<file path="src/sv/cdq_pkg.sv">
// Shared types and constants for the circular deque block.
`default_nettype none

package cdq_pkg;

	// Defaults for the top-level parameters
	localparam int CAPACITY_DEF   = 16;
	localparam int DATA_WIDTH_DEF = 32;

	// Fixed widths of the word fields
	localparam int OP_W  = 3;
	localparam int VAL_W = 32;

	// Operation codes
	typedef enum logic [OP_W-1:0] {
		OP_PUSH_FRONT = 3'd0,
		OP_PUSH_BACK  = 3'd1,
		OP_POP_FRONT  = 3'd2,
		OP_POP_BACK   = 3'd3,
		OP_OBSERVE    = 3'd4
	} cdq_op_t;

	// Per-cycle command broadcast to every cell.
	// f_* acts on the front-anchored row, b_* on the back-anchored row.
	typedef struct packed {
		logic f_shr;	// shift toward higher index, insert at cell 0
		logic f_shl;	// shift toward cell 0
		logic f_wr;	// write the cell whose index equals the count
		logic b_shr;
		logic b_shl;
		logic b_wr;
	} cdq_cmd_t;

endpackage : cdq_pkg

`default_nettype wire

</file>
<file path="src/sv/circular_deque_top.sv">
// Top level of the double-ended queue built from a chain of cells.
//
// Input channel: in_valid / in_stall carry one operation word (operation,
// data_in). Codes: push front, push back, pop front, pop back, observe.
// Output channel: out_valid / out_stall carry one result word per input
// word: accepted, front_value, back_value, is_empty, is_full, all taken
// after the operation. front_value and back_value read as -1 when empty.
// The result is registered: it is valid in the cycle after its word is
// taken. Throughput is one word per cycle while no result is held; every
// cell updates at once because each one only looks at its two neighbors,
// the new word and a broadcast command and count.
// The deque is kept twice: a row with the front element in cell 0 and a
// row with the back element in cell 0, so both ends are always at fixed
// cells. A push at one end shifts that end's row and appends to the other.
// While a result is held by out_stall, in_stall is raised and nothing moves.
// Reset (arst_n low) empties the deque and drops any pending result; the
// cell contents are not cleared and are never shown while empty.
`default_nettype none

module circular_deque_top
	import cdq_pkg::*;
#(
	parameter int CAPACITY   = CAPACITY_DEF,
	parameter int DATA_WIDTH = DATA_WIDTH_DEF
) (
	input  wire logic                    clk,
	input  wire logic                    arst_n,
	input  wire logic                    in_valid,
	output logic                         in_stall,
	input  wire logic [OP_W-1:0]         operation,
	input  wire logic signed [VAL_W-1:0] data_in,
	output logic                         out_valid,
	input  wire logic                    out_stall,
	output logic                         accepted,
	output logic signed [VAL_W-1:0]      front_value,
	output logic signed [VAL_W-1:0]      back_value,
	output logic                         is_empty,
	output logic                         is_full
);

	localparam int CNT_W = $clog2(CAPACITY + 1);

	cdq_cmd_t              cmd;
	logic [CNT_W-1:0]      count;
	logic [DATA_WIDTH-1:0] din;
	logic [DATA_WIDTH-1:0] f_q [CAPACITY];
	logic [DATA_WIDTH-1:0] b_q [CAPACITY];
	logic [VAL_W-1:0]      front_ext;
	logic [VAL_W-1:0]      back_ext;

	// Fit the word to the stored width
	generate
		if (DATA_WIDTH <= VAL_W) begin : g_din_trunc
			assign din = data_in[DATA_WIDTH-1:0];
		end else begin : g_din_zext
			assign din = {{(DATA_WIDTH - VAL_W){1'b0}}, data_in};
		end
	endgenerate

	// Control
	cdq_ctrl #(
		.CAPACITY(CAPACITY),
		.CNT_W   (CNT_W)
	) u_ctrl (
		.clk      (clk),
		.arst_n   (arst_n),
		.in_valid (in_valid),
		.in_stall (in_stall),
		.operation(operation),
		.out_valid(out_valid),
		.out_stall(out_stall),
		.cmd      (cmd),
		.count    (count),
		.accepted (accepted),
		.is_empty (is_empty),
		.is_full  (is_full)
	);

	// Cell chain; cell 0 takes the new word on a shift-in
	generate
		for (genvar i = 0; i < CAPACITY; i++) begin : g_cell
			logic [DATA_WIDTH-1:0] f_lo, f_hi, b_lo, b_hi;

			if (i == 0) begin : g_first
				assign f_lo = din;
				assign b_lo = din;
			end else begin : g_mid_lo
				assign f_lo = f_q[i-1];
				assign b_lo = b_q[i-1];
			end

			if (i == CAPACITY - 1) begin : g_last
				assign f_hi = '0;
				assign b_hi = '0;
			end else begin : g_mid_hi
				assign f_hi = f_q[i+1];
				assign b_hi = b_q[i+1];
			end

			cdq_cell #(
				.DATA_WIDTH(DATA_WIDTH),
				.CNT_W     (CNT_W),
				.INDEX     (i)
			) u_cell (
				.clk  (clk),
				.cmd  (cmd),
				.count(count),
				.din  (din),
				.f_lo (f_lo),
				.f_hi (f_hi),
				.b_lo (b_lo),
				.b_hi (b_hi),
				.f_q  (f_q[i]),
				.b_q  (b_q[i])
			);
		end
	endgenerate

	// Sign-extend or truncate the end elements to the result width
	generate
		if (DATA_WIDTH >= VAL_W) begin : g_out_trunc
			assign front_ext = f_q[0][VAL_W-1:0];
			assign back_ext  = b_q[0][VAL_W-1:0];
		end else begin : g_out_sext
			assign front_ext = {{(VAL_W - DATA_WIDTH){f_q[0][DATA_WIDTH-1]}}, f_q[0]};
			assign back_ext  = {{(VAL_W - DATA_WIDTH){b_q[0][DATA_WIDTH-1]}}, b_q[0]};
		end
	endgenerate

	// Empty deque reads as all ones
	assign front_value = is_empty ? '1 : front_ext;
	assign back_value  = is_empty ? '1 : back_ext;

endmodule : circular_deque_top

`default_nettype wire

</file>
<file path="src/sv/cdq_cell.sv">
// One deque cell: a slot of the front-anchored row and a slot of the back-anchored row.
`default_nettype none

module cdq_cell
	import cdq_pkg::*;
#(
	parameter int DATA_WIDTH = DATA_WIDTH_DEF,
	parameter int CNT_W      = 5,
	parameter int INDEX      = 0
) (
	input  wire logic                  clk,
	input  wire cdq_cmd_t              cmd,
	input  wire logic [CNT_W-1:0]      count,
	input  wire logic [DATA_WIDTH-1:0] din,
	input  wire logic [DATA_WIDTH-1:0] f_lo,	// front row, neighbor at INDEX-1
	input  wire logic [DATA_WIDTH-1:0] f_hi,	// front row, neighbor at INDEX+1
	input  wire logic [DATA_WIDTH-1:0] b_lo,
	input  wire logic [DATA_WIDTH-1:0] b_hi,
	output logic      [DATA_WIDTH-1:0] f_q,
	output logic      [DATA_WIDTH-1:0] b_q
);

	localparam logic [CNT_W-1:0] MY_IDX = CNT_W'(INDEX);

	logic at_end;

	assign at_end = (count == MY_IDX);

	// Front row: shift or append at the current end
	always_ff @(posedge clk) begin
		if (cmd.f_shr) begin
			f_q <= f_lo;
		end else if (cmd.f_shl) begin
			f_q <= f_hi;
		end else if (cmd.f_wr && at_end) begin
			f_q <= din;
		end
	end

	// Back row: mirror image of the front row
	always_ff @(posedge clk) begin
		if (cmd.b_shr) begin
			b_q <= b_lo;
		end else if (cmd.b_shl) begin
			b_q <= b_hi;
		end else if (cmd.b_wr && at_end) begin
			b_q <= din;
		end
	end

endmodule : cdq_cell

`default_nettype wire

</file>
<file path="src/sv/cdq_ctrl.sv">
// Operation decode, element count and handshake control for the deque.
`default_nettype none

module cdq_ctrl
	import cdq_pkg::*;
#(
	parameter int CAPACITY = CAPACITY_DEF,
	parameter int CNT_W    = $clog2(CAPACITY + 1)
) (
	input  wire logic             clk,
	input  wire logic             arst_n,
	input  wire logic             in_valid,
	output logic                  in_stall,
	input  wire logic [OP_W-1:0]  operation,
	output logic                  out_valid,
	input  wire logic             out_stall,
	output cdq_cmd_t              cmd,
	output logic      [CNT_W-1:0] count,
	output logic                  accepted,
	output logic                  is_empty,
	output logic                  is_full
);

	localparam logic [CNT_W-1:0] CAP_C = CNT_W'(CAPACITY);

	logic             take;
	logic             ok;
	logic             is_push;
	logic             is_pop;
	logic             empty_now;
	logic             full_now;
	logic [CNT_W-1:0] cnt_q;
	logic [CNT_W-1:0] cnt_d;
	logic             out_valid_q;
	logic             accepted_q;
	cdq_cmd_t         cmd_raw;

	// A new word enters once the previous result is gone or leaves now
	assign in_stall  = out_valid_q && out_stall;
	assign take      = in_valid && !in_stall;
	assign empty_now = (cnt_q == '0);
	assign full_now  = (cnt_q == CAP_C);

	// Decode: row commands and next count for the presented word
	always_comb begin
		cmd_raw = '0;
		ok      = 1'b0;
		is_push = 1'b0;
		is_pop  = 1'b0;
		case (cdq_op_t'(operation))
			OP_PUSH_FRONT: begin
				is_push = 1'b1;
				if (!full_now) begin
					ok            = 1'b1;
					cmd_raw.f_shr = 1'b1;
					cmd_raw.b_wr  = 1'b1;
				end
			end
			OP_PUSH_BACK: begin
				is_push = 1'b1;
				if (!full_now) begin
					ok            = 1'b1;
					cmd_raw.b_shr = 1'b1;
					cmd_raw.f_wr  = 1'b1;
				end
			end
			OP_POP_FRONT: begin
				is_pop = 1'b1;
				if (!empty_now) begin
					ok            = 1'b1;
					cmd_raw.f_shl = 1'b1;
				end
			end
			OP_POP_BACK: begin
				is_pop = 1'b1;
				if (!empty_now) begin
					ok            = 1'b1;
					cmd_raw.b_shl = 1'b1;
				end
			end
			OP_OBSERVE: begin
				ok = 1'b1;
			end
			default: begin
				ok = 1'b0;
			end
		endcase
	end

	always_comb begin
		cnt_d = cnt_q;
		if (take && ok && is_push) begin
			cnt_d = cnt_q + 1'b1;
		end else if (take && ok && is_pop) begin
			cnt_d = cnt_q - 1'b1;
		end
	end

	assign cmd = take ? cmd_raw : '0;

	// Count and result handshake state
	always_ff @(posedge clk or negedge arst_n) begin
		if (!arst_n) begin
			cnt_q       <= '0;
			out_valid_q <= 1'b0;
			accepted_q  <= 1'b0;
		end else begin
			cnt_q <= cnt_d;
			if (take) begin
				out_valid_q <= 1'b1;
				accepted_q  <= ok;
			end else if (!out_stall) begin
				out_valid_q <= 1'b0;
			end
		end
	end

	assign count     = cnt_q;
	assign out_valid = out_valid_q;
	assign accepted  = accepted_q;
	assign is_empty  = empty_now;
	assign is_full   = full_now;

	// Checks
	a_cnt_range: assert property (@(posedge clk) disable iff (!arst_n)
		cnt_q <= CAP_C)
		else $error("deque count above capacity");

	a_push_inc: assert property (@(posedge clk) disable iff (!arst_n)
		take && ok && is_push |=> cnt_q == $past(cnt_q) + 1'b1)
		else $error("accepted push did not grow the count");

	a_pop_dec: assert property (@(posedge clk) disable iff (!arst_n)
		take && ok && is_pop |=> cnt_q == $past(cnt_q) - 1'b1)
		else $error("accepted pop did not shrink the count");

	a_drop_hold: assert property (@(posedge clk) disable iff (!arst_n)
		take && !ok |=> $stable(cnt_q))
		else $error("dropped word changed the count");

	a_result_after_take: assert property (@(posedge clk) disable iff (!arst_n)
		take |=> out_valid_q && accepted_q == $past(ok))
		else $error("result flag lost after a taken word");

endmodule : cdq_ctrl

`default_nettype wire
</file>
<file path="config.mk">
export PLATFORM = sky130hd
export DESIGN_NAME = circular_deque_top
export DESIGN_NICKNAME = d
export VERILOG_FILES = /design/src/sv/cdq_pkg.sv /design/src/sv/circular_deque_top.sv /design/src/sv/cdq_cell.sv /design/src/sv/cdq_ctrl.sv
export SDC_FILE = /design/constraint.sdc
export NUM_CORES = 2
export LEC_CHECK = 0
export ABC_AREA = 1
export BUFFER_PORTS_ARGS = -buffer_cell sky130_fd_sc_hd__buf_2
export CORE_UTILIZATION = 45
export DETAILED_ROUTE_END_ITERATION = 10
export PLACE_DENSITY = 0.61
export SLEW_MARGIN = 0
export SYNTH_ARGS = -nofsm -noshare
export SYNTH_HDL_FRONTEND = slang
export SYNTH_HIERARCHICAL = 1
export SYNTH_SLANG_ARGS = --single-unit
</file>
<file path="constraint.sdc">
create_clock -name clk -period 9.6 [get_ports clk]
set_input_delay 1.44 -clock clk [delete_from_list [all_inputs] [get_ports clk]]
set_output_delay 1.44 -clock clk [all_outputs]
set_load 0.1 [all_outputs]
</file>
==> out/metrics.yaml <==
cellInternalPower_mw: 8.07
gr-total-overflow: 0
share_of_the_cycle_needed_by_the_critical_path_after_routing_pct: 48.3
cts.clk_slew.worst_paths_ns: 0.06
final-hold-violation-count: 0
total_switching_power_mw: 3.68
tritoncts: "yes"
netlist.top_cell.by_area: "sky130_fd_sc_hd__edfxtp_1"
violation_count_after_the_first_detailed_route_iteration: 6243
post-cts-setup-buffers: 0
synth_compound_area_share_pct: 10.1
initial_antenna_violation_count: 1
clock_sink_count: 1031
max_cap_violations: 0
clockBufferDepth: 3
synth_top_family_by_area: "simple AND/OR/NAND/NOR gates"
dpl-instance-area_sq_mm: 0.0583
avgRoutedWirePerCell_um: 21.1
seqCellArea_sq_mm: 0.0309
timing.slew.headroom_pct: 19.8
avgViaCountPerCell: 5.37
multi_input_comb_area_sq_mm: 0.0206
design.final.nets: 7068
synth-xor-area-share_pct: 0.0447
fin_area_sq_mm: 0.0618
initial_utilization_pct: 45.4
synth.top_cells.by_area: "sky130_fd_sc_hd__edfxtp_1 (52%), sky130_fd_sc_hd__nand2_1 (16%), sky130_fd_sc_hd__a21oi_1 (9.4%)"
status: "complete, no violations"
setup_viol: 0
ctsHtreeMaxLevel: 3
fin_setup_tns_ns: 0
synth_area_per_inst_sq_um: 8.25
synth_warnings: 6
final_cell_mix: "sky130_fd_sc_hd__nand2_1 (2483), sky130_fd_sc_hd__a21oi_1 (1108), sky130_fd_sc_hd__edfxtp_1 (1024), sky130_fd_sc_hd__inv_1 (764), sky130_fd_sc_hd__nor2_1 (642)"
post_cts_resized: 0
die_height_um: 363
row_count: 132
routabilityCongestion: 0.988
first_pass_iters: 6
layout_commonest_cell: "sky130_fd_sc_hd__nand2_1"
grt_setup_unrepaired: "no"
crit_fanout: 64
ff2ff_path_depth: 11
setup.worst_path.end_class: "primary output"
port_buffers: 107
ys_seq_area_share_pct: 52.6
worstHoldPathType: "flop to flop"
yosysUniqueCellTypes: 26
netlist_area_sq_mm: 0.0587
number_of_synthesized_register_bits: 1031
design.die.area_sq_mm: 0.132
yosys-mux-area-fraction_pct: 0
filler_cells: 12800
timing.hold.worst_path_depth: 2
crit_required_ns: 8.16
worst_ir_drop_vdd_mv: 0.229
maxSlewViolCount: 0
worst_pin_slew_ns: 1.20
ctsRootBufferMaster: "sky130_fd_sc_hd__clkbuf_16"
synthAdderAreaFrac_pct: 0.0980
syn-instance-count: 7117
finClkSkew_ns: 0.0222
postRouteWirelength_mm: 187
area_added_between_synthesis_and_finish_pct: 5.17
die_width_um: 363
critical_path_arrival_ns: 3.20
grt_first_pass_wirelength_mm: 280
grt_pass1_vias: 43400
pin_count_of_the_biggest_net_entering_global_routing: 199
remaining_drc_errors: 0
synth_largest_type_area_fraction_pct: 52.3
share_comb_of_total_power_pct: 18.0
detailed_place_hpwl_mm: 123
simple_gate_fraction_of_synth_area_pct: 24.4
critical_path_class: "flop to primary output"
pin_count: 108
clkPwrFrac_pct: 35.7
holdBufCountCts: 0
layout_min_cycle_time_ns: 4.64
cts-buffers-inserted: 114
cellPowerDensity_mw_per_mm2: 190
drive_gt1_share_pct: 6.49
startpoint_type: "flop"
power.switching_fraction_pct: 31.3
grt_usage_pct: 27.7
p_leak_nw: 27.1
timing.fmax_mhz: 216
seq_power_share_pct: 46.3
ant_nets: 0
clk_latency_ns: 0.75
design.core.area_sq_mm: 0.129
route.vias.total: 47600
num_antenna_cells: 0
## routing by layer
metal | global-route usage [%] | vias to the layer above | wire (um)
met4 | 12.4 | 0 | 8970
met5 | 0 | - | 0
met1 | 41.7 | 22200 | 84600
met3 | 3.78 | 302 | 16200
li1 | - | 22800 | -
met2 | 39.2 | 2334 | 76900
## cells in the mapped netlist
cell type                  count
sky130_fd_sc_hd__a21oi_2      46
sky130_fd_sc_hd__nor2_2        2
sky130_fd_sc_hd__ha_1          3
sky130_fd_sc_hd__nand2_1    2483
sky130_fd_sc_hd__clkinv_4     18
sky130_fd_sc_hd__inv_4        37
sky130_fd_sc_hd__nor2_8        1
sky130_fd_sc_hd__edfxtp_1   1024
sky130_fd_sc_hd__o21ai_1       2
sky130_fd_sc_hd__nor2_1      642
sky130_fd_sc_hd__inv_1       764
sky130_fd_sc_hd__inv_2        13
sky130_fd_sc_hd__buf_6       209
sky130_fd_sc_hd__nand3_1     478
sky130_fd_sc_hd__buf_12        1
sky130_fd_sc_hd__buf_2        42
sky130_fd_sc_hd__nand4_1      11
sky130_fd_sc_hd__conb_1        1
sky130_fd_sc_hd__xnor2_1       3
sky130_fd_sc_hd__dfrtp_1       7
sky130_fd_sc_hd__buf_4       204
sky130_fd_sc_hd__fa_1          1
sky130_fd_sc_hd__a21oi_1    1108
sky130_fd_sc_hd__nand2_2      11
sky130_fd_sc_hd__nand3_4       2
sky130_fd_sc_hd__nor3_1        4
## state kept, by name, indices dropped and copies added (netlist names)
register / cells
u_ctrl/count: 5
g_cell.u_cell/f_q: 512
u_ctrl/accepted: 1
u_ctrl/out_valid: 1
g_cell.u_cell/b_q: 512
## final cells by class
class                      instances  area share [%]
clock buffer                     141            4.82
clock inverter                    65           0.812
inverter                         832            5.35
multi-input combinational       4861            33.4
sequential                      1031            50.1
tap                             1742            3.53
timing repair buffer             185            2.01
## logic make-up (layout without fill, tap and decap cells)
logic type                 Yosys count  after routing
AOI/OAI and AO/OA                 1156           1156
and+or+nand+nor                   3634           3634
buffers and inverters             1288           1223
DFF                               1031           1031
adders and majority gates            4              4
other                                1             64
xor gates and xnor gates             3              3
## critical path, stage by stage (launching register included)
cell and delay [ns]:
sky130_fd_sc_hd__dfrtp_1 0.63, sky130_fd_sc_hd__buf_4 0.39, sky130_fd_sc_hd__inv_1 0.13, sky130_fd_sc_hd__nand3_1 0.18, sky130_fd_sc_hd__inv_1 0.11, sky130_fd_sc_hd__inv_4 0.45, sky130_fd_sc_hd__nand2_1 0.13, sky130_fd_sc_hd__buf_2 0.33
## power by group through the flow
stage,combinational (mW),sequential [mW],clock [mW]
floorplan,1.55,5.51,0
global placement,2.04,5.53,0
detailed placement,2.08,5.53,0
CTS,2.09,5.44,4.26
global route,2.28,5.46,4.41
finish,2.11,5.44,4.20
## worst paths after layout
kind | start | end | slack, ns
max in group asynchronous | arst_n | u_ctrl/count[0] | 8.93
max reg2reg | u_ctrl/count[4] | g_cell[11].u_cell/f_q[29] | 5.26
min reg2reg | u_ctrl/accepted | u_ctrl/accepted | 0.51
min in group asynchronous | arst_n | u_ctrl/count[4] | 0.52
max | u_ctrl/count[4] | front_value[6] | 4.96
min | u_ctrl/accepted | u_ctrl/accepted | 0.51
## metrics by stage
step / setup WS, ns / hold slack [ns] / utilization (%) / std cells / power (mW)
after global placement: 4.69 / 0.508 / 45.0 / 8650 / 7.57
after global routing: 4.73 / 0.503 / 47.7 / 8857 / 12.1
after CTS: 4.91 / 0.479 / 47.7 / 8856 / 11.8
after detailed placement: 4.68 / 0.482 / 45.0 / 8650 / 7.61
after floorplan: 4.36 / 0.515 / - / 7180 / 7.06
final: 4.96 / 0.507 / 47.7 / 8857 / 11.8
No activity file was read; power rests on OpenSTA's default activity.
